$ cat src/design/sfp_pkg.sv
// ----------------------------------------------------------------------------
// sfp_pkg: shared types and constants of the stuffed frame packer
// Token format between front and back, frame byte codes, register indexes.
// ----------------------------------------------------------------------------
package sfp_pkg;

    localparam int unsigned MAX_PAYLOAD = 8;
    localparam int unsigned ID_W        = 30;
    localparam int unsigned PAY_W       = 64;
    localparam int unsigned LEN_W       = 4;
    localparam int unsigned BYTE_W      = 8;
    localparam int unsigned CFG_DATA_W  = 8;

    // token queue between front and back
    localparam int unsigned QUEUE_DEPTH = 4;
    localparam int unsigned QPTR_W      = 2;
    localparam int unsigned QCNT_W      = 3;

    // token positions in a frame
    localparam int unsigned IDX_W       = 5;
    localparam logic [IDX_W-1:0] IDX_ID0   = 5'd2;
    localparam logic [IDX_W-1:0] IDX_ID3   = 5'd5;
    localparam logic [IDX_W-1:0] IDX_PAY0  = 5'd6;
    localparam logic [IDX_W-1:0] IDX_PAY7  = 5'd13;
    localparam logic [IDX_W-1:0] IDX_LEN0  = 5'd14;
    localparam logic [IDX_W-1:0] IDX_LEN3  = 5'd17;
    localparam logic [IDX_W-1:0] IDX_CHAN  = 5'd18;
    localparam logic [IDX_W-1:0] IDX_FMT   = 5'd19;
    localparam logic [IDX_W-1:0] IDX_FTYPE = 5'd20;
    localparam logic [IDX_W-1:0] IDX_CKSUM = 5'd21;
    localparam logic [IDX_W-1:0] IDX_TAIL0 = 5'd22;
    localparam logic [IDX_W-1:0] IDX_LAST  = 5'd23;

    localparam logic [BYTE_W-1:0] HEAD_BYTE    = 8'hAA;
    localparam logic [BYTE_W-1:0] TAIL_BYTE    = 8'h55;
    localparam logic [BYTE_W-1:0] ESC_BYTE     = 8'hA5;
    localparam logic [BYTE_W-1:0] FMT_EXTENDED = 8'h01;
    localparam logic [BYTE_W-1:0] FRAME_DATA   = 8'h00;
    localparam logic [BYTE_W-1:0] PAD_BYTE     = 8'h00;
    localparam logic [BYTE_W-1:0] CHANNEL_RESET = 8'h35;

    localparam logic [LEN_W-1:0] LEN_MAX = LEN_W'(MAX_PAYLOAD);

    // configuration register indexes
    localparam logic CFG_SEND_CHECKSUM = 1'b0;
    localparam logic CFG_CHANNEL_CODE  = 1'b1;

    // how the back end treats a token
    typedef enum logic [2:0] {
        K_PLAIN = 3'd0,  // sent as is, not summed
        K_DATA  = 3'd1,  // escaped and summed
        K_FIXED = 3'd2,  // summed, never escaped
        K_CKSUM = 3'd3,  // replaced by checksum, or zero when disabled
        K_LAST  = 3'd4   // final tail byte
    } t_kind;

    typedef struct packed {
        t_kind             kind;
        logic [BYTE_W-1:0] data;
    } t_token;

endpackage

$ cat src/design/sfp_front.sv
// ----------------------------------------------------------------------------
// sfp_front: message intake and token generation
// Holds one message and walks its 24 frame positions, one token per cycle while the queue is not full.
// ----------------------------------------------------------------------------
module sfp_front (
    input  logic                          i_clk,
    input  logic                          i_rst_n,
    input  logic                          i_in_valid,
    output logic                          o_in_stall,
    input  logic [sfp_pkg::ID_W-1:0]      i_message_id,
    input  logic [sfp_pkg::PAY_W-1:0]     i_payload,
    input  logic [sfp_pkg::LEN_W-1:0]     i_payload_length,
    input  logic [sfp_pkg::BYTE_W-1:0]    i_channel_code,
    input  logic                          i_full,
    output logic                          o_push,
    output sfp_pkg::t_token               o_tok
);

    logic                          r_busy, n_busy;
    logic [sfp_pkg::IDX_W-1:0]     r_idx, n_idx;
    logic [sfp_pkg::ID_W-1:0]      r_id;
    logic [sfp_pkg::PAY_W-1:0]     r_pay;
    logic [sfp_pkg::LEN_W-1:0]     r_len;
    logic                          accept;
    logic [31:0]                   id_word;
    logic [1:0]                    id_k;
    logic [2:0]                    pay_k;

    assign accept     = i_in_valid && !r_busy;
    assign o_in_stall = r_busy;
    assign o_push     = r_busy && !i_full;
    assign id_word    = {2'b00, r_id};
    assign id_k       = 2'(r_idx - sfp_pkg::IDX_ID0);
    assign pay_k      = 3'(r_idx - sfp_pkg::IDX_PAY0);

    always_comb begin
        o_tok.kind = sfp_pkg::K_PLAIN;
        o_tok.data = sfp_pkg::HEAD_BYTE;
        case (r_idx) inside
            [sfp_pkg::IDX_ID0:sfp_pkg::IDX_ID3]: begin
                o_tok.kind = sfp_pkg::K_DATA;
                o_tok.data = id_word[{id_k, 3'b000} +: 8];
            end
            [sfp_pkg::IDX_PAY0:sfp_pkg::IDX_PAY7]: begin
                if ({1'b0, pay_k} < r_len) begin
                    o_tok.kind = sfp_pkg::K_DATA;
                    o_tok.data = r_pay[{pay_k, 3'b000} +: 8];
                end else begin
                    o_tok.data = sfp_pkg::PAD_BYTE;
                end
            end
            sfp_pkg::IDX_LEN0: begin
                o_tok.kind = sfp_pkg::K_DATA;
                o_tok.data = {4'b0000, r_len};
            end
            [5'(sfp_pkg::IDX_LEN0 + 5'd1):sfp_pkg::IDX_LEN3]: begin
                o_tok.kind = sfp_pkg::K_DATA;
                o_tok.data = 8'h00;
            end
            sfp_pkg::IDX_CHAN: begin
                o_tok.kind = sfp_pkg::K_FIXED;
                o_tok.data = i_channel_code;
            end
            sfp_pkg::IDX_FMT: begin
                o_tok.kind = sfp_pkg::K_FIXED;
                o_tok.data = sfp_pkg::FMT_EXTENDED;
            end
            sfp_pkg::IDX_FTYPE: begin
                o_tok.kind = sfp_pkg::K_FIXED;
                o_tok.data = sfp_pkg::FRAME_DATA;
            end
            sfp_pkg::IDX_CKSUM: begin
                o_tok.kind = sfp_pkg::K_CKSUM;
                o_tok.data = 8'h00;
            end
            sfp_pkg::IDX_TAIL0: begin
                o_tok.data = sfp_pkg::TAIL_BYTE;
            end
            sfp_pkg::IDX_LAST: begin
                o_tok.kind = sfp_pkg::K_LAST;
                o_tok.data = sfp_pkg::TAIL_BYTE;
            end
            default: begin
                // header bytes
                o_tok.kind = sfp_pkg::K_PLAIN;
                o_tok.data = sfp_pkg::HEAD_BYTE;
            end
        endcase
    end

    always_comb begin
        n_busy = r_busy;
        n_idx  = r_idx;
        if (accept) begin
            n_busy = 1'b1;
            n_idx  = '0;
        end else if (o_push) begin
            n_idx = 5'(r_idx + 5'd1);
            if (r_idx == sfp_pkg::IDX_LAST) begin
                n_busy = 1'b0;
            end
        end
    end

    always_ff @(posedge i_clk) begin
        if (!i_rst_n) begin
            r_busy <= 1'b0;
            r_idx  <= '0;
        end else begin
            r_busy <= n_busy;
            r_idx  <= n_idx;
        end
    end

    // message hold, length saturated to the payload size
    always_ff @(posedge i_clk) begin
        if (accept) begin
            r_id  <= i_message_id;
            r_pay <= i_payload;
            r_len <= (i_payload_length > sfp_pkg::LEN_MAX) ? sfp_pkg::LEN_MAX
                                                          : i_payload_length;
        end
    end

    a_idx_range: assert property (@(posedge i_clk) disable iff (!i_rst_n)
        r_busy |-> (r_idx <= sfp_pkg::IDX_LAST))
        else $error("front position beyond frame end");

    a_len_sat: assert property (@(posedge i_clk) disable iff (!i_rst_n)
        $past(accept) |-> (r_len <= sfp_pkg::LEN_MAX))
        else $error("stored length not saturated");

endmodule

$ cat src/design/sfp_queue.sv
// ----------------------------------------------------------------------------
// sfp_queue: token queue between front and back
// Small register FIFO; head token is shown combinationally.
// ----------------------------------------------------------------------------
module sfp_queue (
    input  logic             i_clk,
    input  logic             i_rst_n,
    input  logic             i_push,
    input  sfp_pkg::t_token  i_tok,
    output logic             o_full,
    input  logic             i_pop,
    output sfp_pkg::t_token  o_tok,
    output logic             o_empty
);

    sfp_pkg::t_token                 r_mem [sfp_pkg::QUEUE_DEPTH];
    logic [sfp_pkg::QPTR_W-1:0]      r_wr, r_rd;
    logic [sfp_pkg::QCNT_W-1:0]      r_cnt, n_cnt;
    logic                            do_push, do_pop;

    assign o_full  = (r_cnt == sfp_pkg::QCNT_W'(sfp_pkg::QUEUE_DEPTH));
    assign o_empty = (r_cnt == '0);
    assign do_push = i_push && !o_full;
    assign do_pop  = i_pop && !o_empty;
    assign o_tok   = r_mem[r_rd];

    always_comb begin
        n_cnt = r_cnt;
        if (do_push && !do_pop) begin
            n_cnt = 3'(r_cnt + 3'd1);
        end else if (do_pop && !do_push) begin
            n_cnt = 3'(r_cnt - 3'd1);
        end
    end

    always_ff @(posedge i_clk) begin
        if (!i_rst_n) begin
            r_wr  <= '0;
            r_rd  <= '0;
            r_cnt <= '0;
        end else begin
            r_cnt <= n_cnt;
            if (do_push) begin
                r_wr <= 2'(r_wr + 2'd1);
            end
            if (do_pop) begin
                r_rd <= 2'(r_rd + 2'd1);
            end
        end
    end

    always_ff @(posedge i_clk) begin
        if (do_push) begin
            r_mem[r_wr] <= i_tok;
        end
    end

    a_cnt_ptr: assert property (@(posedge i_clk) disable iff (!i_rst_n)
        (r_cnt <= sfp_pkg::QCNT_W'(sfp_pkg::QUEUE_DEPTH))
        && (sfp_pkg::QPTR_W'(r_wr - r_rd) == r_cnt[sfp_pkg::QPTR_W-1:0]))
        else $error("queue count and pointers disagree");

endmodule

$ cat src/design/sfp_back.sv
// ----------------------------------------------------------------------------
// sfp_back: byte stuffing, checksum and output register
// Drains tokens, inserts escape beats, sums the checked bytes.
// ----------------------------------------------------------------------------
module sfp_back (
    input  logic                         i_clk,
    input  logic                         i_rst_n,
    input  sfp_pkg::t_token              i_tok,
    input  logic                         i_empty,
    output logic                         o_pop,
    input  logic                         i_send_checksum,
    output logic                         o_out_valid,
    input  logic                         i_out_stall,
    output logic [sfp_pkg::BYTE_W-1:0]   o_out_byte,
    output logic                         o_frame_end
);

    logic                         r_valid, n_valid;
    logic                         r_esc, n_esc;
    logic [sfp_pkg::BYTE_W-1:0]   r_sum, n_sum;
    logic [sfp_pkg::BYTE_W-1:0]   r_byte, n_byte;
    logic                         r_last, n_last;
    logic                         load;
    logic                         needs_esc;

    assign load      = !r_valid || !i_out_stall;
    assign needs_esc = (i_tok.kind == sfp_pkg::K_DATA)
                       && ((i_tok.data == sfp_pkg::HEAD_BYTE)
                           || (i_tok.data == sfp_pkg::TAIL_BYTE));

    always_comb begin
        n_valid = r_valid;
        n_esc   = r_esc;
        n_sum   = r_sum;
        n_byte  = r_byte;
        n_last  = r_last;
        o_pop   = 1'b0;
        if (load) begin
            n_valid = !i_empty;
            if (!i_empty) begin
                if (needs_esc && !r_esc) begin
                    n_byte = sfp_pkg::ESC_BYTE;
                    n_last = 1'b0;
                    n_esc  = 1'b1;
                end else begin
                    o_pop  = 1'b1;
                    n_esc  = 1'b0;
                    n_byte = i_tok.data;
                    n_last = (i_tok.kind == sfp_pkg::K_LAST);
                    case (i_tok.kind)
                        sfp_pkg::K_DATA, sfp_pkg::K_FIXED: begin
                            n_sum = 8'(r_sum + i_tok.data);
                        end
                        sfp_pkg::K_CKSUM: begin
                            n_byte = i_send_checksum ? r_sum : 8'h00;
                            n_sum  = '0;
                        end
                        default: begin
                            n_sum = r_sum;
                        end
                    endcase
                end
            end
        end
    end

    always_ff @(posedge i_clk) begin
        if (!i_rst_n) begin
            r_valid <= 1'b0;
            r_esc   <= 1'b0;
            r_sum   <= '0;
        end else begin
            r_valid <= n_valid;
            r_esc   <= n_esc;
            r_sum   <= n_sum;
        end
    end

    always_ff @(posedge i_clk) begin
        r_byte <= n_byte;
        r_last <= n_last;
    end

    assign o_out_valid = r_valid;
    assign o_out_byte  = r_byte;
    assign o_frame_end = r_last;

    a_esc_pending: assert property (@(posedge i_clk) disable iff (!i_rst_n)
        r_esc |-> (!i_empty && needs_esc && r_valid
                   && (r_byte == sfp_pkg::ESC_BYTE)))
        else $error("escape beat without its data byte waiting");

    a_esc_then_data: assert property (@(posedge i_clk) disable iff (!i_rst_n)
        (r_esc && !i_out_stall) |=> (r_valid && !r_esc
                                     && ((r_byte == sfp_pkg::HEAD_BYTE)
                                         || (r_byte == sfp_pkg::TAIL_BYTE))))
        else $error("escaped byte did not follow escape beat");

endmodule

$ cat src/design/stuffed_frame_packer.sv
// The first frame byte passes the front's position registers, the queue and the
// back end's output register. Throughput: one output beat per cycle while the
// output is not stalled; a frame is 24 beats plus one escape beat per stuffed byte
// (24..35). The front takes a new message once all 24 tokens of the last are queued.
// Reset (i_rst_n low, synchronous): queue and pipeline emptied, send_checksum
// back to 0 and channel_code back to 0x35.
// ----------------------------------------------------------------------------
// stuffed_frame_packer: byte-stuffed frame encoder
// Front walks the message fields into tokens, a 4-deep queue decouples it
// from the back end, which stuffs, sums and drives the output beats.
// ----------------------------------------------------------------------------
module stuffed_frame_packer (
    input  logic                             i_clk,
    input  logic                             i_rst_n,
    // message channel
    input  logic                             i_in_valid,
    output logic                             o_in_stall,
    input  logic [sfp_pkg::ID_W-1:0]         i_message_id,
    input  logic [sfp_pkg::PAY_W-1:0]        i_payload,
    input  logic [sfp_pkg::LEN_W-1:0]        i_payload_length,
    // byte channel
    output logic                             o_out_valid,
    input  logic                             i_out_stall,
    output logic [sfp_pkg::BYTE_W-1:0]       o_out_byte,
    output logic                             o_frame_end,
    // configuration write port
    input  logic                             i_cfg_we,
    input  logic                             i_cfg_index,
    input  logic [sfp_pkg::CFG_DATA_W-1:0]   i_cfg_data
);

    // configuration registers
    logic                          r_send_checksum;
    logic [sfp_pkg::BYTE_W-1:0]    r_channel_code;

    // front to queue
    sfp_pkg::t_token               push_tok;
    logic                          push;
    logic                          q_full;
    // queue to back
    sfp_pkg::t_token               head_tok;
    logic                          q_empty;
    logic                          pop;

    always_ff @(posedge i_clk) begin
        if (!i_rst_n) begin
            r_send_checksum <= 1'b0;
            r_channel_code  <= sfp_pkg::CHANNEL_RESET;
        end else if (i_cfg_we) begin
            case (i_cfg_index)
                sfp_pkg::CFG_SEND_CHECKSUM: begin
                    r_send_checksum <= i_cfg_data[0];
                end
                sfp_pkg::CFG_CHANNEL_CODE: begin
                    r_channel_code <= i_cfg_data;
                end
                default: begin
                    r_channel_code <= r_channel_code;
                end
            endcase
        end
    end

    // front: one token per frame position, 24 per message
    sfp_front u_front (
        .i_clk            (i_clk),
        .i_rst_n          (i_rst_n),
        .i_in_valid       (i_in_valid),
        .o_in_stall       (o_in_stall),
        .i_message_id     (i_message_id),
        .i_payload        (i_payload),
        .i_payload_length (i_payload_length),
        .i_channel_code   (r_channel_code),
        .i_full           (q_full),
        .o_push           (push),
        .o_tok            (push_tok)
    );

    sfp_queue u_queue (
        .i_clk   (i_clk),
        .i_rst_n (i_rst_n),
        .i_push  (push),
        .i_tok   (push_tok),
        .o_full  (q_full),
        .i_pop   (pop),
        .o_tok   (head_tok),
        .o_empty (q_empty)
    );

    // back: escape insertion holds the head token for one extra beat
    sfp_back u_back (
        .i_clk           (i_clk),
        .i_rst_n         (i_rst_n),
        .i_tok           (head_tok),
        .i_empty         (q_empty),
        .o_pop           (pop),
        .i_send_checksum (r_send_checksum),
        .o_out_valid     (o_out_valid),
        .i_out_stall     (i_out_stall),
        .o_out_byte      (o_out_byte),
        .o_frame_end     (o_frame_end)
    );

    // the final tail beat always carries the tail code
    a_last_is_tail: assert property (@(posedge i_clk) disable iff (!i_rst_n)
        (o_out_valid && o_frame_end) |-> (o_out_byte == sfp_pkg::TAIL_BYTE))
        else $error("last beat is not a tail byte");

endmodule

$ cat config.mk
export PLATFORM = sky130hd
export DESIGN_NAME = stuffed_frame_packer
export DESIGN_NICKNAME = d
export VERILOG_FILES = /design/src/design/sfp_pkg.sv /design/src/design/sfp_front.sv /design/src/design/sfp_queue.sv /design/src/design/sfp_back.sv /design/src/design/stuffed_frame_packer.sv
export SDC_FILE = /design/constraint.sdc
export NUM_CORES = 1
export LEC_CHECK = 0
export ABC_AREA = 1
export BUFFER_PORTS_ARGS = -buffer_cell sky130_fd_sc_hd__clkbuf_2
export CAP_MARGIN = 10
export CORE_MARGIN = 3
export CORE_UTILIZATION = 35
export DETAILED_ROUTE_END_ITERATION = 6
export HOLD_SLACK_MARGIN = 0.03
export PLACE_DENSITY = 0.54
export REMOVE_ABC_BUFFERS = 1
export SYNTH_ARGS = -nofsm -noshare
export SYNTH_HDL_FRONTEND = slang
export SYNTH_SLANG_ARGS = --single-unit
export TNS_END_PERCENT = 30
$ cat constraint.sdc
create_clock -name i_clk -period 6.6 [get_ports i_clk]
set_input_delay 1.32 -clock i_clk [delete_from_list [all_inputs] [get_ports i_clk]]
set_output_delay 1.32 -clock i_clk [all_outputs]
set_load 0.02 [all_outputs]
==> metrics, run 1 <==
All-Layer GR Usage 15.31%; routed wire length per instance 14.84 um; share of cells above drive strength 1 between 10% and 20%; headroom to the max-slew limit 26.85%; initial antenna violation count 1; WP data arrival 4.22 ns; CTS sink cnt 185; initial DRC count between 300 and 400; first-pass GRT wire length about 32 mm; P&R area growth vs syn 17.50%; Fill cells 2,266; IO buf count 122; # diodes 0; wirelength, routed 19.52 mm; clock skew between 0.015 and 0.02 ns; Inst Count DP approximately 1,300; power per standard cell area 370.7 nW/um^2; fmax 251.4 MHz; # rows 56; post-synthesis sequential area ratio between 60% and 70%; Skew-Pair Late Insertion Delay ~0.44 ns; Mapped Area 8578 sq um; Design Area, Final 10,080 sq um; post-CTS sizing 0; RSZ-0062 raised after global routing no; Synth Instances 872; run status finished clean; Final Setup Violations 0; min Tclk post-route 3.978 ns; Post-CTS Setup Bufs 0; final cell count without fillers roughly 1,300; Core ar. 23,750 sq um; Max VDD drop 143.7 uV; TritonCTS Buffers 17; worst hold margin 0.4907 ns; routability cong. ~0.91; Fin. Hold Viols 0; Initial Util a little over a third; Die H 162.6 um; Max Cap Viol 0; Worst Setup End Kind flip-flop; clk root buf clkbuf_16; H-tree depth 4; clk buf depth 2; Pins Over Slew Limit 0; via count 6,237; dpl cell area 9464 sq um; Lkg Pwr 4.272 nW; Crit Path Max Fanout 23; #FFs+latches synth 185; clock slew at reported path FFs about 0.080 ns; Via density 4.743; ANT nets after route 0; DR DRC count 0; CTS tree built; startpoint types flip-flop; Final TNS setup 0 ns; synthesized area per cell between 9 and 10 sq um; Hold Startpoint r_channel_code[5]$_SDFFE_PN1P_; Worst-Margin Slew 1.093 ns; Distinct cells, synth 43; Req. time, crit path 6.85 ns; RR Startpoint u_front.r_idx[1]$_SDFFE_PP0P_; final net count roughly 1,100; post-DP HPWL 14.02 mm; Hold Crit Class flip-flop to flip-flop; Ys Warns 0; grt total ovfl 0; Top Ports 123; largest net degree at the start of global routing 63; critical path startpoint u_front.r_idx[1]$_SDFFE_PP0P_; Util after Layout 42.44%; # hold bufs at CTS 0; vias in the first global route 5,955; First-pass DRT Iterations 5; period utilization between 60% and 70%; Total Die Area 26,420 sq um; Crit Path Category flip-flop to flip-flop; Horiz. Die Dim between 150 and 200 um
[metrics by stage]
| stage | setup WS, ns | total power [mW] |
|---|---|---|
| after floorplan | 0.5600 | 2.392 |
| after global placement | 2.711 | 2.728 |
| after detailed placement | 2.561 | 2.732 |
| after CTS | 2.518 | 3.778 |
| after global routing | 2.227 | 4.008 |
| final | 2.622 | 3.736 |
[cell type report]
type                            instances  area [sq um]  share of cell area [%]
Timing Repair Buffer                  128         655.6                   6.504
Inverter                               80         302.8                   3.004
Clock buffer                           17         425.4                   4.220
Tap cell                              319         399.1                   3.960
Multi-Input combinational cell        571          2890                   28.67
Clock inverter                         15         190.2                   1.887
Sequential cell                       185          5216                   51.75
[critical path: stages, from the launching register on]
cell and delay, ns:
dfxtp_1 0.77, clkinv_1 0.75, buf_4 0.44, ha_1 0.50, ha_1 0.29, nand2_1 0.06, a21oi_1 0.05, nor2_1 0.42
nand3_1 0.15, nand2_1 0.09, nor2_1 0.04, nor2_1 0.20
[per-layer routing]
| layer | GRT usage [%] | wire, um | vias up |
|---|---|---|---|
| met5 | 0 | 13 | - |
| met4 | 5.729 | 451 | 2 |
| met3 | 4.400 | 1237 | 31 |
| met2 | 24.20 | 9034 | 190 |
| met1 | 20.08 | 8780 | 2812 |
| li1 | - | - | 3202 |
[cells in the mapped netlist (all sizes together)]
cell type / count / area (sq um)
nor2: 82 / 315.3
a21oi: 37 / 185.2
a31oi: 5 / 31.28
clkinv: 1 / 3.750
a32o: 10 / 100.1
o22ai: 7 / 43.79
o211ai: 9 / 77.57
a22o: 1 / 8.760
xor2: 2 / 17.52
nor3b: 2 / 15.01
o21a: 1 / 7.510
nor3: 8 / 45.04
nand3: 55 / 287.8
o221ai: 3 / 26.28
inv: 79 / 299.0
buf: 16 / 108.9
nor4: 1 / 6.260
fa: 2 / 40.04
a21boi: 1 / 7.510
nand2: 245 / 939.7
o21ai: 51 / 255.2
nand4: 12 / 75.07
edfxtp: 151 / 4534
dfxtp: 34 / 680.7
a221oi: 1 / 8.760
a22oi: 1 / 7.510
or2: 3 / 18.77
a211oi: 6 / 45.04
xnor2: 1 / 8.760
ha: 23 / 287.8
nand3b: 2 / 15.01
clkbuf: 20 / 75.07
[cells in the final DEF, fill, tap and decap left out, types with 12 or more instances in the layout]
master / n
dfxtp_1: 33
a21oi_1: 37
clkbuf_16: 17
ha_1: 23
edfxtp_1: 151
nand3_1: 54
inv_1: 73
nand2_1: 239
o21ai_0: 48
nor2_1: 78
nand4_1: 12
clkbuf_2: 122
[sequential cells by signal, summed over array words and instances (netlist names), named ones only]
name                flops
r_channel_code          8
r_send_checksum         1
u_back.o_frame_end      1
u_back.o_out_byte       8
u_back.o_out_valid      1
u_back.r_esc            1
u_back.r_sum            8
u_front.o_in_stall      1
u_front.r_id           30
u_front.r_idx           5
u_front.r_len           4
u_front.r_pay          64
u_queue.r_cnt           3
u_queue.r_mem          44
u_queue.r_rd            2
u_queue.r_wr            2
[cell families (layout without fill, tap and decap cells)]
kind of cell | Yosys count | count (layout) | synth area share [%]
AND/OR/NAND/NOR | 410 | 410 | 20.03
flip-flops | 185 | 185 | 60.79
AO/OA/AOI/OAI | 133 | 133 | 9.379
buffers and inverters | 116 | 240 | 5.674
adder cells (fa/ha/maj) | 25 | 25 | 3.822
XOR/XNOR | 3 | 3 | 0.3064
[final timing paths]
kind / endpoint / slack (ns) / cells past startpoint
min: r_channel_code[5]$_SDFFE_PN1P_ / 0.49 / 2
min reg2reg: r_channel_code[5]$_SDFFE_PN1P_ / 0.49 / 2
max reg2reg: u_queue.r_mem[0][3]$_DFFE_PP_ / 2.62 / 11
max: u_queue.r_mem[0][3]$_DFFE_PP_ / 2.62 / 11
[power by group]
group	leakage (nW)	switching, mW	internal (mW)
Clock	0.288	0.517	0.519
Combinational	2.28	0.776	0.403
Sequential	1.70	0.0804	1.44
Total	4.27	1.37	2.36
No activity file was read; power rests on OpenSTA's default activity.
==> run 2, diff against run 1 <==
PLACE_DENSITY = 0.56   (was 0.54)
clock period = 3.3 ns   (was 6.6 ns; I/O delays follow)
==> metrics, run 2 (synthesis results as in run 1) <==
cell internal pwr 4.829 mW (was 2.363 mW); clock share of power 27.6% (was 27.7%); WHS Path Cells 1 (was 2); period utilization 81.05% (was 60.27%); final cell count without fillers 1,333 (was 1,315); Horiz. Die Dim 162.6 um (unchanged); vias in the first global route 5,993 (was 5,955); share of cells above drive strength 1 19.92% (was 18.57%); P&R area growth vs syn 19.36% (was 17.50%); Req. time, crit path 3.62 ns (was 6.85 ns); Switching Power 2.682 mW (was 1.373 mW); worst hold margin 0.3880 ns (was 0.4907 ns); Net Sw Frac 35.70% (was 36.75%); max reg flops 64 (unchanged); Crit Path Category flip-flop to flip-flop (unchanged); Initial Util 36.11% (unchanged); TritonCTS Buffers 17 (unchanged); run status finished clean (unchanged); Fin. Hold Viols 0 (unchanged); min Tclk post-route 2.675 ns (was 3.978 ns); Largest regs u_front.r_pay x64, u_queue.r_mem x44, u_front.r_id x30 (unchanged); initial DRC count 299 (was 331); Worst Setup End Kind flip-flop (unchanged); IO buf count 122 (unchanged); Largest Register u_front.r_pay (unchanged); grt total ovfl 0 (unchanged); dpl cell area 9637 sq um (was 9464 sq um); Inst Count DP 1,301 (was 1,283); commonest non-fill, non-tap cell in the layout nand2_1 (unchanged); WP data arrival 2.99 ns (was 4.22 ns); All-Layer GR Usage 15.27% (was 15.31%); via count 6,322 (was 6,237); met2 Resource Use GR 25.38% (was 24.20%); clock skew 0.01882 ns (was 0.01927 ns); H-tree depth 4 (unchanged); Pins Over Slew Limit 0 (unchanged); most frequent cells in the layout nand2_1, edfxtp_1, clkbuf_2, nor2_1, inv_1 (unchanged); # rows 56 (unchanged); routed wire length per instance 14.65 um (was 14.84 um); Total Die Area 26,420 sq um (unchanged); RSZ-0062 raised after global routing no (unchanged); Core ar. 23,750 sq um (unchanged); Via density 4.743 (about the same); Max VDD drop 385.4 uV (was 143.7 uV); First-pass DRT Iterations 5 (unchanged); total power 7.511 mW (was 3.736 mW); clock slew at reported path FFs 0.08 ns (about the same); gr busiest metal met2 (unchanged); area of the multi-input gates 2890 sq um (unchanged); fmax 373.9 MHz (was 251.4 MHz); CTS sink cnt 185 (unchanged); Skew-Pair Late Insertion Delay 0.44 ns (about the same); Util after Layout 43.10% (was 42.44%); Fill cells 2,263 (was 2,266); DR DRC count 0 (unchanged); Final Setup Violations 0 (unchanged); startpoint types flip-flop (unchanged); final net count 1,138 (was 1,120); # diodes 0 (unchanged); Final TNS setup 0 ns (unchanged); routability cong. 0.8618 (was 0.9112); wirelength, routed 19.53 mm (was 19.52 mm); worst r2r path cells 13 (was 11); Worst-Margin Slew 0.7109 ns (was 1.093 ns); Comb power frac 32.1% (was 31.6%); Worst Slack Setup Final 0.6253 ns (was 2.622 ns); Crit Path Max Fanout 19 (was 23); Hold Crit Class input pin to flip-flop (was flip-flop to flip-flop); GR Util met1 20.05% (was 20.08%); largest net degree at the start of global routing 36 (was 63); Top Ports 123 (unchanged); clk buf depth 2 (unchanged); met3 Track Usage GR 3.764% (was 4.400%); sequential share of power 40.3% (was 40.7%); # hold bufs at CTS 0 (unchanged); post-DP HPWL 14.68 mm (was 14.02 mm); initial antenna violation count 0 (was 1); pre-CTS setup slack 0.6285 ns (was 2.561 ns); post-CTS sizing 0 (unchanged); Post-CTS Setup Bufs 0 (unchanged); first-pass GRT wire length 31.54 mm (was 31.55 mm); CTS tree built (unchanged); headroom to the max-slew limit 52.49% (was 26.85%); register area 5216 sq um (unchanged); Die H 162.6 um (unchanged); Design Area, Final 10,240 sq um (was 10,080 sq um); clk root buf clkbuf_16 (unchanged); Max Cap Viol 0 (unchanged); ANT nets after route 0 (unchanged); Lkg Pwr 4.383 nW (was 4.272 nW); power per standard cell area 733.6 nW/um^2 (was 370.7 nW/um^2)
-- run 2: cell types whose count changed in the layout (fill, tap and decap cells not counted) --
cell	delta
buf_12	+3
clkinv_8	-2
buf_4	+15
bufinv_16	+1
clkbuf_1	+1
inv_12	-2
clkinv_2	+1
inv_6	+4
clkinvlp_4	-3
-- run 2: power groups by stage --
stage                     Combinational [mW]  Clock, mW  Sequential, mW
final                                   2.41       2.07            3.03
after global routing                    2.76       2.23            3.05
after CTS                               2.43       2.12            3.03
after detailed placement                2.42          0            3.08
after global placement                  2.42          0            3.08
after floorplan                         1.61          0            3.17
-- run 2: worst max-delay path: stages, from the launching register on --
cell and delay, ns:
dfxtp_1 0.56, inv_2 0.24, o211ai_2 0.14, nand2_2 0.10, nor3_2 0.30, nand2_4 0.09, nand2_2 0.08, ha_1 0.14
inv_1 0.06, fa_1 0.38, a21oi_1 0.14, o21ai_0 0.11, o21ai_0 0.16, a21oi_1 0.05
-- run 2: final cells by class --
type | count | area share [%]
clock buffer | 18 | 4.192
sequential | 185 | 50.95
tap | 319 | 3.898
timing repair buffer | 146 | 8.090
multi-input combinational | 571 | 28.23
clock inverter | 14 | 1.686
inverter | 80 | 2.957
-- run 2: path summary, 6_finish.rpt --
path	slack [ns]	to	startpoint
min	0.39	u_front.r_id[23]$_DFFE_PP_	i_message_id[23]
max reg2reg	0.63	u_queue.r_cnt[2]$_SDFFE_PN0P_	flip-flop
min reg2reg	0.47	r_channel_code[4]$_SDFFE_PN1P_	r_channel_code[4]$_SDFFE_PN1P_
max	0.63	u_queue.r_cnt[2]$_SDFFE_PN0P_	flip-flop
-- run 2: metal layers --
| layer | vias up | share of wire, % | wire length (um) |
|---|---|---|---|
| li1 | 3245 | - | - |
| met1 | 2902 | 46 | 8915 |
| met2 | 159 | 48 | 9398 |
| met3 | 16 | 5.0 | 975 |
| met4 | 0 | 1.2 | 242 |
| met5 | - | 0 | 0 |
==> run 3, diff against run 2 <==
PLACE_DENSITY = 0.54   (was 0.56)
clock period = 2.6 ns   (was 3.3 ns; I/O delays follow)
==> metrics, run 3 (synthesis results as in run 1) <==
run status finished clean (unchanged); Total Die Area 26,420 sq um (unchanged); Initial Util 36.11% (unchanged); Post-CTS Setup Bufs 0 (unchanged); ANT nets after route 0 (unchanged); Largest Register u_front.r_pay (unchanged); Max Cap Viol 0 (unchanged); CP Capture Point u_queue.r_cnt[2]$_SDFFE_PN0P_ (unchanged); slowest CP cell dfxtp_4 (was dfxtp_1); Fill cells 2,316 (was 2,263); IO buf count 122 (unchanged); clock slew at reported path FFs 0.09 ns (was 0.08 ns); CTS sink cnt 185 (unchanged); Final TNS setup 0 ns (unchanged); largest net degree at the start of global routing 38 (was 36); Final Setup Violations 0 (unchanged); CP top delay family simple AND/OR/NAND/NOR gates (was compound AO/OA/AOI/OAI gates); commonest non-fill, non-tap cell in the layout nand2_1 (unchanged); routability cong. 0.8825 (was 0.8618); Crit Path Category flip-flop to flip-flop (unchanged); Die H 162.6 um (unchanged); initial antenna violation count 1 (was 0); WHS Path Cells 1 (unchanged); Reg2Reg Setup Slack 0.21 ns (was 0.63 ns); share of cells above drive strength 1 21.98% (was 19.92%); dpl cell area 9754 sq um (was 9637 sq um); post-CTS sizing 0 (unchanged); CP most frequent cell nand2_1; Skew-Pair Late Insertion Delay 0.44 ns (about the same); first-pass GRT wire length 32.60 mm (was 31.54 mm); Hold Crit Class input pin to flip-flop (unchanged); Pins Over Slew Limit 0 (unchanged); Worst Setup End Kind flip-flop (unchanged); period utilization 91.99% (was 81.05%); # diodes 0 (unchanged); Worst-Margin Slew 0.6998 ns (was 0.7109 ns); final net count 1,152 (was 1,138); Horiz. Die Dim 162.6 um (unchanged); All-Layer GR Usage 15.71% (was 15.27%); Largest regs u_front.r_pay x64, u_queue.r_mem x44, u_front.r_id x30 (unchanged); Max VDD drop 512.5 uV (was 385.4 uV); Req. time, crit path 2.92 ns (was 3.62 ns); wirelength, routed 20.10 mm (was 19.53 mm); Buf/Inv on CP 2 (unchanged); final cell count without fillers 1,347 (was 1,333); via count 6,345 (was 6,322); # hold bufs at CTS 0 (unchanged); grt total ovfl 0 (unchanged); area of the multi-input gates 2914 sq um (was 2890 sq um); Crit path largest cell delay 0.39 ns (was 0.56 ns); CTS tree built (unchanged); fmax 418.1 MHz (was 373.9 MHz); Via density 4.710 (was 4.743); most frequent cells in the layout nand2_1, edfxtp_1, clkbuf_2, nor2_1, inv_1 (unchanged); P&R area growth vs syn 21.37% (was 19.36%); Crit Path Max Fanout 20 (was 19); clk root buf clkbuf_16 (unchanged); register area 5221 sq um (was 5216 sq um); headroom to the max-slew limit 52.85% (was 52.49%); worst r2r path cells 18 (was 13); FF-to-FF End u_queue.r_cnt[2]$_SDFFE_PN0P_ (unchanged); DR DRC count 0 (unchanged); clock skew 0.02138 ns (was 0.01882 ns); # rows 56 (unchanged); vias in the first global route 6,198 (was 5,993); Fin. Hold Viols 0 (unchanged); WP data arrival 2.71 ns (was 2.99 ns); Design Area, Final 10,410 sq um (was 10,240 sq um); min Tclk post-route 2.392 ns (was 2.675 ns); startpoint types flip-flop (unchanged); First-pass DRT Iterations 5 (unchanged); clk buf depth 2 (unchanged); RSZ-0062 raised after global routing yes (was no); routed wire length per instance 14.92 um (was 14.65 um); Lkg Pwr 4.466 nW (was 4.383 nW); TritonCTS Buffers 17 (unchanged); initial DRC count 397 (was 299); Levels on crit path 18 (was 13); post-DP HPWL 15.01 mm (was 14.68 mm); power per standard cell area 942.9 nW/um^2 (was 733.6 nW/um^2); Inst Count DP 1,315 (was 1,301); Top Ports 123 (unchanged); max reg flops 64 (unchanged); crit path cell chain buf_12 > nand2_1 > nand2_1 > nand2_1 > nand2_1 > nand2_1 > nor2_1 > nand2_1 > nand2_1 > nand2_4 > nand2_2 > ha_1 > inv_1 > fa_1 > a21oi_1 > o21ai_1 > o21ai_1 > a21oi_1 (was inv_2 > o211ai_2 > nand2_2 > nor3_2 > nand2_4 > nand2_2 > ha_1 > inv_1 > fa_1 > a21oi_1 > o21ai_0 > o21ai_0 > a21oi_1); H-tree depth 4 (unchanged); Core ar. 23,750 sq um (unchanged)
## run 3: final cells by class
type,instances,area share (%)
clock buffer,17,4.086
clock inverter,15,1.875
inverter,80,2.980
multi-input combinational,571,27.99
sequential,185,50.15
tap,319,3.834
timing repair buffer,160,9.085
## run 3: worst min path at each step
stage                                         from                             end
global placement    r_channel_code[4]$_SDFFE_PN1P_  r_channel_code[4]$_SDFFE_PN1P_
detailed placement  r_channel_code[4]$_SDFFE_PN1P_  r_channel_code[4]$_SDFFE_PN1P_
finish                             i_message_id[7]       u_front.r_id[7]$_DFFE_PP_
floorplan           r_channel_code[2]$_SDFFE_PN1P_  r_channel_code[2]$_SDFFE_PN1P_
CTS                                  i_payload[62]     u_front.r_pay[62]$_DFFE_PP_
global route                       i_message_id[7]       u_front.r_id[7]$_DFFE_PP_
## run 3: where the power goes
part | switching [mW] | internal [mW]
sequential | 0.168 | 3.66
combinational | 2.06 | 1.21
clock | 1.31 | 1.40
## run 3: metal layers
| metal | routed length [um] | GRT usage (%) | vias to the layer above |
|---|---|---|---|
| met3 | 1029 | 4.044 | 16 |
| met5 | 9 | 0 | - |
| met2 | 9746 | 26.58 | 134 |
| met4 | 220 | 3.614 | 2 |
| met1 | 9095 | 20.37 | 2924 |
| li1 | - | - | 3269 |
## run 3: metrics by stage
stage               total power, mW  setup slack, ns  hold WS (ns)  utilization [%]
floorplan                     6.073           -2.640        0.4367                -
global placement              7.121          0.08696        0.4532            41.07
detailed placement            7.147          0.03187        0.4500            41.07
CTS                           9.881          0.01709        0.2279            43.68
global route                  10.52         -0.07701        0.2202            43.83
finish                        9.817           0.2082        0.2451            43.83
